==> src/sv/rne_pkg.sv <==
// ----------------------------------------------------------------------------
// rne_pkg: shared types and constants for the roman numeral encoder
// Symbol table, sequencer states and converter status used by the encoder
// top level and its decimal converter.
// ----------------------------------------------------------------------------
package rne_pkg;

	// largest value written as a roman numeral
	localparam int ROMAN_LIMIT = 3999;
	// width of a value that fits the roman range
	localparam int ROMAN_W     = 12;
	// greedy symbol table size and index width
	localparam int NUM_SYMS    = 13;
	localparam int SYM_IDX_W   = 4;

	localparam logic [7:0] ASCII_ZERO = 8'h30;
	localparam logic [7:0] NO_CHAR    = 8'h00;

	// sequencer states
	typedef enum logic [2:0] {
		ST_IDLE,
		ST_EMPTY,
		ST_ROMAN,
		ST_PAIR,
		ST_CONV,
		ST_DIGITS
	} rne_state_t;

	// status of the decimal converter
	typedef struct packed {
		logic busy;
		logic done;
	} rne_conv_stat_t;

	// weight of each greedy symbol
	function automatic logic [ROMAN_W-1:0] rne_weight(input logic [SYM_IDX_W-1:0] idx);
		logic [ROMAN_W-1:0] w;
		unique case (idx)
			4'd0:    w = 12'd1000;
			4'd1:    w = 12'd900;
			4'd2:    w = 12'd500;
			4'd3:    w = 12'd400;
			4'd4:    w = 12'd100;
			4'd5:    w = 12'd90;
			4'd6:    w = 12'd50;
			4'd7:    w = 12'd40;
			4'd8:    w = 12'd10;
			4'd9:    w = 12'd9;
			4'd10:   w = 12'd5;
			4'd11:   w = 12'd4;
			default: w = 12'd1;
		endcase
		return w;
	endfunction

	// first letter of each symbol
	function automatic logic [7:0] rne_first(input logic [SYM_IDX_W-1:0] idx);
		logic [7:0] c;
		unique case (idx)
			4'd0:    c = "M";
			4'd1:    c = "C";
			4'd2:    c = "D";
			4'd3:    c = "C";
			4'd4:    c = "C";
			4'd5:    c = "X";
			4'd6:    c = "L";
			4'd7:    c = "X";
			4'd8:    c = "X";
			4'd9:    c = "I";
			4'd10:   c = "V";
			4'd11:   c = "I";
			default: c = "I";
		endcase
		return c;
	endfunction

	// second letter of a subtractive pair, zero for a single letter
	function automatic logic [7:0] rne_second(input logic [SYM_IDX_W-1:0] idx);
		logic [7:0] c;
		unique case (idx)
			4'd1:    c = "M";
			4'd3:    c = "D";
			4'd5:    c = "C";
			4'd7:    c = "L";
			4'd9:    c = "X";
			4'd11:   c = "V";
			default: c = NO_CHAR;
		endcase
		return c;
	endfunction

endpackage

==> src/sv/rne_bcd_conv.sv <==
// ----------------------------------------------------------------------------
// rne_bcd_conv: iterative binary to decimal converter
// Shift-and-add-3 conversion, one input bit per cycle, with a report of
// the most significant nonzero digit once done.
// ----------------------------------------------------------------------------
module rne_bcd_conv #(
	parameter int W      = 32,
	parameter int NDIG   = 10,
	parameter int DIDX_W = 4
) (
	input  logic                       clk,
	input  logic                       arst_n,
	input  logic                       start,
	input  logic [W-1:0]               value,
	output rne_pkg::rne_conv_stat_t    stat,
	output logic [NDIG*4-1:0]          digits,
	output logic [DIDX_W-1:0]          msd
);
	import rne_pkg::*;

	localparam int CNT_W = $clog2(W + 1);

	logic [W-1:0]      bin_q;
	logic [NDIG*4-1:0] bcd_q;
	logic [NDIG*4-1:0] adj;
	logic [CNT_W-1:0]  cnt_q;
	logic              busy_q;
	logic              done_q;

	// add 3 to every digit of five or more before the shift
	always_comb begin
		for (int i = 0; i < NDIG; i++) begin
			if (bcd_q[i*4 +: 4] >= 4'd5) begin
				adj[i*4 +: 4] = bcd_q[i*4 +: 4] + 4'd3;
			end else begin
				adj[i*4 +: 4] = bcd_q[i*4 +: 4];
			end
		end
	end

	// shift sequencer
	always_ff @(posedge clk or negedge arst_n) begin
		if (!arst_n) begin
			busy_q <= 1'b0;
			done_q <= 1'b0;
			cnt_q  <= '0;
		end else begin
			done_q <= 1'b0;
			if (start) begin
				busy_q <= 1'b1;
				cnt_q  <= CNT_W'(W);
			end else if (busy_q) begin
				cnt_q <= cnt_q - 1'b1;
				if (cnt_q == CNT_W'(1)) begin
					busy_q <= 1'b0;
					done_q <= 1'b1;
				end
			end
		end
	end

	// shift datapath
	always_ff @(posedge clk) begin
		if (start) begin
			bin_q <= value;
			bcd_q <= '0;
		end else if (busy_q) begin
			bin_q <= bin_q << 1;
			bcd_q <= {adj[NDIG*4-2:0], bin_q[W-1]};
		end
	end

	// highest nonzero digit
	always_comb begin
		msd = '0;
		for (int i = 0; i < NDIG; i++) begin
			if (bcd_q[i*4 +: 4] != 4'd0) begin
				msd = DIDX_W'(i);
			end
		end
	end

	assign digits    = bcd_q;
	assign stat.busy = busy_q;
	assign stat.done = done_q;

endmodule

==> src/sv/roman_numeral_encoder_unit.sv <==
// Converts one unsigned value per request into a run of ASCII characters on
// the output stream, last character marked by tlast. Values 1 to 3999 come
// out as a roman numeral, chosen greedily with subtractive pairs sent as two
// characters; larger values come out as decimal digits, most significant
// first; zero gives a single empty result (tuser high, tdata 0, tlast high).
// One request at a time: s_axis_tready is high only while the sequencer is
// idle. A roman value is built by the shared 12-bit compare/subtract unit,
// which walks the table and sends the characters of each symbol taken. A
// decimal value is shifted through the bit-serial decimal converter, which is
// VALUE_BITS (capped at 32) bits wide, then handed over and sent as one
// character per digit. Output backpressure stalls the sequencer; one output
// register holds the pending character.
// ----------------------------------------------------------------------------
// roman_numeral_encoder_unit: roman numeral / decimal character encoder
// Sequencer around a shared compare/subtract unit and a decimal converter.
// ----------------------------------------------------------------------------
module roman_numeral_encoder_unit #(
	parameter int VALUE_BITS = 32
) (
	input  logic        clk,
	input  logic        arst_n,
	input  logic        s_axis_tvalid,
	output logic        s_axis_tready,
	input  logic [31:0] s_axis_tdata,   // [31:0] value
	output logic        m_axis_tvalid,
	input  logic        m_axis_tready,
	output logic [7:0]  m_axis_tdata,   // [7:0] char_code
	output logic        m_axis_tuser,   // [0] empty_res
	output logic        m_axis_tlast
);
	import rne_pkg::*;

	localparam int CONV_W = (VALUE_BITS < 32) ? VALUE_BITS : 32;
	localparam int NDIG   = ((CONV_W * 1233) >> 12) + 1;
	localparam int DIDX_W = $clog2(NDIG);

	rne_state_t            state_q, state_d;
	logic [ROMAN_W-1:0]    rem_q;
	logic [SYM_IDX_W-1:0]  idx_q;
	logic [DIDX_W-1:0]     dig_idx_q;
	logic                  out_valid_q;
	logic [7:0]            out_char_q;
	logic                  out_empty_q;
	logic                  out_last_q;

	logic [CONV_W-1:0]     value_w;
	logic                  is_zero;
	logic                  is_big;
	logic [ROMAN_W-1:0]    weight;
	logic [ROMAN_W-1:0]    rem_sub;
	logic                  take;
	logic                  sym_pair;
	logic                  can_load;
	logic                  accept;
	logic                  conv_start;
	logic                  out_load;
	logic [7:0]            out_char;
	logic                  out_empty;
	logic                  out_last;
	logic [3:0]            digit_sel;

	rne_conv_stat_t        conv_stat;
	logic [NDIG*4-1:0]     conv_digits;
	logic [DIDX_W-1:0]     conv_msd;

	// request decode
	assign value_w = s_axis_tdata[CONV_W-1:0];
	assign is_zero = (value_w == '0);
	assign is_big  = (value_w > CONV_W'(ROMAN_LIMIT));
	assign accept  = s_axis_tvalid && s_axis_tready;

	// shared compare/subtract unit against the current table entry
	assign weight   = rne_weight(idx_q);
	assign take     = (rem_q >= weight);
	assign rem_sub  = rem_q - weight;
	assign sym_pair = (rne_second(idx_q) != NO_CHAR);

	assign can_load  = !out_valid_q || m_axis_tready;
	assign digit_sel = conv_digits[dig_idx_q*4 +: 4];

	// decimal converter
	rne_bcd_conv #(
		.W      (CONV_W),
		.NDIG   (NDIG),
		.DIDX_W (DIDX_W)
	) u_conv (
		.clk    (clk),
		.arst_n (arst_n),
		.start  (conv_start),
		.value  (value_w),
		.stat   (conv_stat),
		.digits (conv_digits),
		.msd    (conv_msd)
	);

	// next state
	always_comb begin
		state_d = state_q;
		unique case (state_q)
			ST_IDLE: begin
				if (s_axis_tvalid) begin
					if (is_zero) begin
						state_d = ST_EMPTY;
					end else if (is_big) begin
						state_d = ST_CONV;
					end else begin
						state_d = ST_ROMAN;
					end
				end
			end
			ST_EMPTY: begin
				if (can_load) state_d = ST_IDLE;
			end
			ST_ROMAN: begin
				if (take && can_load) begin
					if (sym_pair) begin
						state_d = ST_PAIR;
					end else if (rem_sub == '0) begin
						state_d = ST_IDLE;
					end
				end
			end
			ST_PAIR: begin
				if (can_load) state_d = (rem_q == '0) ? ST_IDLE : ST_ROMAN;
			end
			ST_CONV: begin
				if (conv_stat.done) state_d = ST_DIGITS;
			end
			ST_DIGITS: begin
				if (can_load && dig_idx_q == '0) state_d = ST_IDLE;
			end
			default: state_d = ST_IDLE;
		endcase
	end

	// sequencer outputs
	always_comb begin
		s_axis_tready = 1'b0;
		conv_start    = 1'b0;
		out_load      = 1'b0;
		out_char      = NO_CHAR;
		out_empty     = 1'b0;
		out_last      = 1'b0;
		unique case (state_q)
			ST_IDLE: begin
				s_axis_tready = 1'b1;
				conv_start    = s_axis_tvalid && is_big;
			end
			ST_EMPTY: begin
				out_load  = can_load;
				out_empty = 1'b1;
				out_last  = 1'b1;
			end
			ST_ROMAN: begin
				out_load = take && can_load;
				out_char = rne_first(idx_q);
				out_last = !sym_pair && (rem_sub == '0);
			end
			ST_PAIR: begin
				out_load = can_load;
				out_char = rne_second(idx_q);
				out_last = (rem_q == '0);
			end
			ST_CONV: begin
				out_load = 1'b0;
			end
			ST_DIGITS: begin
				out_load = can_load;
				out_char = ASCII_ZERO | {4'd0, digit_sel};
				out_last = (dig_idx_q == '0);
			end
			default: begin
				out_load = 1'b0;
			end
		endcase
	end

	// state and counters
	always_ff @(posedge clk or negedge arst_n) begin
		if (!arst_n) begin
			state_q   <= ST_IDLE;
			idx_q     <= '0;
			dig_idx_q <= '0;
		end else begin
			state_q <= state_d;
			if (accept) begin
				idx_q <= '0;
			end else if (state_q == ST_ROMAN && !take) begin
				idx_q <= idx_q + 1'b1;
			end
			if (state_q == ST_CONV && conv_stat.done) begin
				dig_idx_q <= conv_msd;
			end else if (state_q == ST_DIGITS && can_load) begin
				dig_idx_q <= dig_idx_q - 1'b1;
			end
		end
	end

	// remaining roman value
	always_ff @(posedge clk) begin
		if (accept) begin
			rem_q <= value_w[ROMAN_W-1:0];
		end else if (state_q == ST_ROMAN && take && can_load) begin
			rem_q <= rem_sub;
		end
	end

	// output register
	always_ff @(posedge clk or negedge arst_n) begin
		if (!arst_n) begin
			out_valid_q <= 1'b0;
		end else if (out_load) begin
			out_valid_q <= 1'b1;
		end else if (m_axis_tready) begin
			out_valid_q <= 1'b0;
		end
	end

	always_ff @(posedge clk) begin
		if (out_load) begin
			out_char_q  <= out_char;
			out_empty_q <= out_empty;
			out_last_q  <= out_last;
		end
	end

	assign m_axis_tvalid = out_valid_q;
	assign m_axis_tdata  = out_char_q;
	assign m_axis_tuser  = out_empty_q;
	assign m_axis_tlast  = out_last_q;

	// roman loop never runs on an exhausted value
	a_roman_rem: assert property (@(posedge clk) disable iff (!arst_n)
		state_q == ST_ROMAN |-> rem_q != '0)
		else $error("roman state with zero remainder");

	// table walk stays inside the table
	a_idx_bound: assert property (@(posedge clk) disable iff (!arst_n)
		state_q == ST_ROMAN |-> idx_q < SYM_IDX_W'(NUM_SYMS))
		else $error("symbol index past table end");

	// converter finishes only while the sequencer waits on it
	a_conv_done: assert property (@(posedge clk) disable iff (!arst_n)
		conv_stat.done |-> state_q == ST_CONV)
		else $error("converter done outside conversion");

	// decimal run starts on a nonzero digit
	a_msd_nonzero: assert property (@(posedge clk) disable iff (!arst_n)
		(state_q == ST_DIGITS && $past(state_q) == ST_CONV) |-> digit_sel != 4'd0)
		else $error("leading zero digit");

endmodule
==> config.mk <==
export PLATFORM = sky130hd
export DESIGN_NAME = roman_numeral_encoder_unit
export DESIGN_NICKNAME = d
export VERILOG_FILES = /design/src/sv/rne_pkg.sv /design/src/sv/rne_bcd_conv.sv /design/src/sv/roman_numeral_encoder_unit.sv
export SDC_FILE = /design/constraint.sdc
export NUM_CORES = 1
export LEC_CHECK = 0
export ABC_CLOCK_PERIOD_IN_PS = 4550
export BUFFER_PORTS_ARGS = -buffer_cell sky130_fd_sc_hd__buf_2
export CAP_MARGIN = 10
export CORE_ASPECT_RATIO = 1.1
export CORE_MARGIN = 2
export CORE_UTILIZATION = 40
export DETAILED_ROUTE_END_ITERATION = 6
export GPL_TIMING_DRIVEN = 0
export SETUP_SLACK_MARGIN = 0.15
export SLEW_MARGIN = 0
export SYNTH_ARGS = -nofsm -noshare
export SYNTH_HDL_FRONTEND = slang
export SYNTH_SLANG_ARGS = --single-unit
==> constraint.sdc <==
create_clock -name clk -period 4.55 [get_ports clk]
set_input_delay 0.455 -clock clk [delete_from_list [all_inputs] [get_ports clk]]
set_output_delay 0.455 -clock clk [all_outputs]
set_load 0.01 [all_outputs]
==> run summary <==
I/O pin total = 48
height of the die = 145 um
Via density = 5.42
unrepaired setup endpoints after global routing = false
DIE WIDTH = 132 um
# fillers = 1,764
CTS tree = done
Post-CTS Setup Bufs = 0
Post-route DRC = 0
fmax = 251 MHz
unique cell type count in the Yosys netlist = 76
FF+latch count, synth = 113
first-pass GRT wire length = 28,100 um
Mean Syn Cell Area = 9.25 sq um
Area growth, synth to finish = 15.3%
Critical Path Sink Type = flip-flop
sequential fraction of the synthesis area = 0.402
Multi-input gate area = 0.00401 sq mm
initial core utilization = 0.407
Final TNS setup = 0 ns
Design Area, Final = 0.00830 sq mm
first drt pass iteration count = 4
Worst EP required = 4.85 ns
Max-Cap Viols = 0
critical path arrival = 4.29 ns
Clk Latency, worst-skew pair = 0.42 ns
HPWL after DPL = 12,900 um
placed cells = 1,063
synthesized cell area = 0.00719 sq mm
Sink Count = 113
Core ar. = 0.0177 sq mm
syn nets = 855
GR Util All Layers = 0.188
area occupied by registers = 0.00289 sq mm
WS Path Type = reg2reg
number of synthesized flops with an enable pin = 53
clock slew at reported path FFs = 0.06 ns
fin util = 0.469
Critical Path Source Type = flip-flop
initial antenna violation count = 0
post-layout min period = 3.99 ns
clock buffer depth = 2
worst-margin pin slew = 0.870 ns
TritonCTS Buffers = 17
root buf cell = clkbuf_16
ys async rst share = 0.177
Final Slew Violations = 0
Final Net Count = 921
via count = 5,932
CP max FO = 10
Post-Place Cell Area = 0.00776 sq mm
Fin. Hold Viols = 0
largest net degree at the start of global routing = 32
vias in the first global route = 5,486
flop2flop setup slack = 0.56 ns
maximum VDD drop = 0.338 mV
Tot Pwr = 6.85 mW
most frequent cells in the layout = nor2_1, a21oi_1, buf_2
routability congestion estimate = 0.853
Die Area = 0.0191 sq mm
Hold WC Path Type = in2async
pwr/cell area = 826 mW/mm^2
Worst slew margin = 0.419
htree depth = 4
remaining global-route overflow = 0
non-filler instance count after layout = 1,095
Mapped Cells = 778
drt initial violations = 330
antenna viol nets, final = 0
Yosys warning count = 0
# rows = 51
Post-Route WL = 17,600 um
Lkg Pwr = 3.41 nW
DR WL/cell = 16.0 um
port bufs = 46
Ant. Diodes = 0
most common cell after layout, fill and taps aside = nor2_1
status = complete, no violations
# setup viols final = 0
share of cells above drive strength 1 = 0.179
Post-synth top flop = edfxtp_1
Final Skew = 0.00810 ns
fin crit share = 0.877
[per-stage QoR]
stage	hold slack, ns	setup WS, ns
floorplan	0.159	0.260
global placement	0.451	-1.06
detailed placement	0.455	0.482
CTS	0.00503	0.452
global route	0.0215	0.205
finish	0.00806	0.560
[cell families after synthesis]
kind of cell / after synthesis / synth area share
flip-flops: 113 / 0.402
XOR/XNOR: 28 / 0.0341
adder cells (fa/ha/maj): 41 / 0.0724
buffers and inverters: 75 / 0.0433
AO/OA/AOI/OAI: 198 / 0.170
other: 1 / 0.000521
AND/OR/NAND/NOR: 258 / 0.171
multiplexers: 64 / 0.107
[repair_timing]
action,4_1_cts,5_1_grt
resized for setup,0,2
hold buffers,0,0
endpoints found under the setup margin,0,4
[metal layers]
layer	vias up	GRT usage	share of wire
li1	2965	-	-
met4	0	0.0675	0.018
met1	2837	0.242	0.48
met3	24	0.0417	0.034
met2	106	0.313	0.47
met5	-	0	0
[worst max-delay path, stage by stage (launching register included)]
cell and delay [ns]:
dfrtp_1 0.42, clkbuf_1 0.35, buf_1 0.44, nor2_1 0.07, nor2_1 0.11, ha_1 0.20, inv_1 0.06, fa_1 0.41
a21o_1 0.21, a2111oi_0 0.46, o21ai_1 0.22, a211oi_4 0.46, a211o_2 0.21, nor3_1 0.06, a21o_1 0.18
[where the power goes]
group	switching, mW	total, mW	internal (mW)
clock	0.506	1.20	0.698
combinational	2.05	3.57	1.52
sequential	0.364	2.08	1.72
total	2.92	6.85	3.93
[cell type report]
type                       instances  area share
timing repair buffer              47      0.0302
inverter                          37      0.0167
clock buffer                      17      0.0513
buffer                            38      0.0210
multi-input combinational        590       0.483
clock inverter                    15      0.0136
tap                              238      0.0359
sequential                       113       0.349
[final timing paths]
path / cells after the start / end / from
worst max-delay path: 14 / state_q[0]$_DFFE_PN0P_ / idx_q[2]$_DFFE_PN0P_
worst min-delay path: 1 / m_axis_tvalid$_DFFE_PN0P_ / arst_n
worst max register to register: 14 / state_q[0]$_DFFE_PN0P_ / idx_q[2]$_DFFE_PN0P_
worst min register to register: 2 / u_conv.digits[39]$_SDFFE_PP0P_ / u_conv.digits[39]$_SDFFE_PP0P_
max in group asynchronous: 1 / u_conv.cnt_q[1]$_DFFE_PN0P_ / arst_n
min in group clk: 3 / rem_q[8]$_DFFE_PP_ / s_axis_tdata[8]
[flip-flops by register name (all words and copies together) (netlist names), 3 cells and up]
register,count
u_conv.digits,40
u_conv.bin_q,32
rem_q,12
m_axis_tdata,7
u_conv.cnt_q,6
dig_idx_q,4
idx_q,4
state_q,3
[cells in the mapped netlist (19+ instances only)]
master / n / share of area
a21oi_1: 69 / 0.048
clkbuf_1: 19 / 0.0099
dfrtp_1: 20 / 0.070
dfxtp_1: 40 / 0.11
edfxtp_1: 53 / 0.22
ha_1: 40 / 0.070
inv_1: 35 / 0.018
mux2_2: 34 / 0.053
mux2i_1: 23 / 0.032
nand2_1: 55 / 0.029
nor2_1: 94 / 0.049
nor3_1: 23 / 0.016
o21ai_0: 56 / 0.039
(Power assumes the default switching activity.)
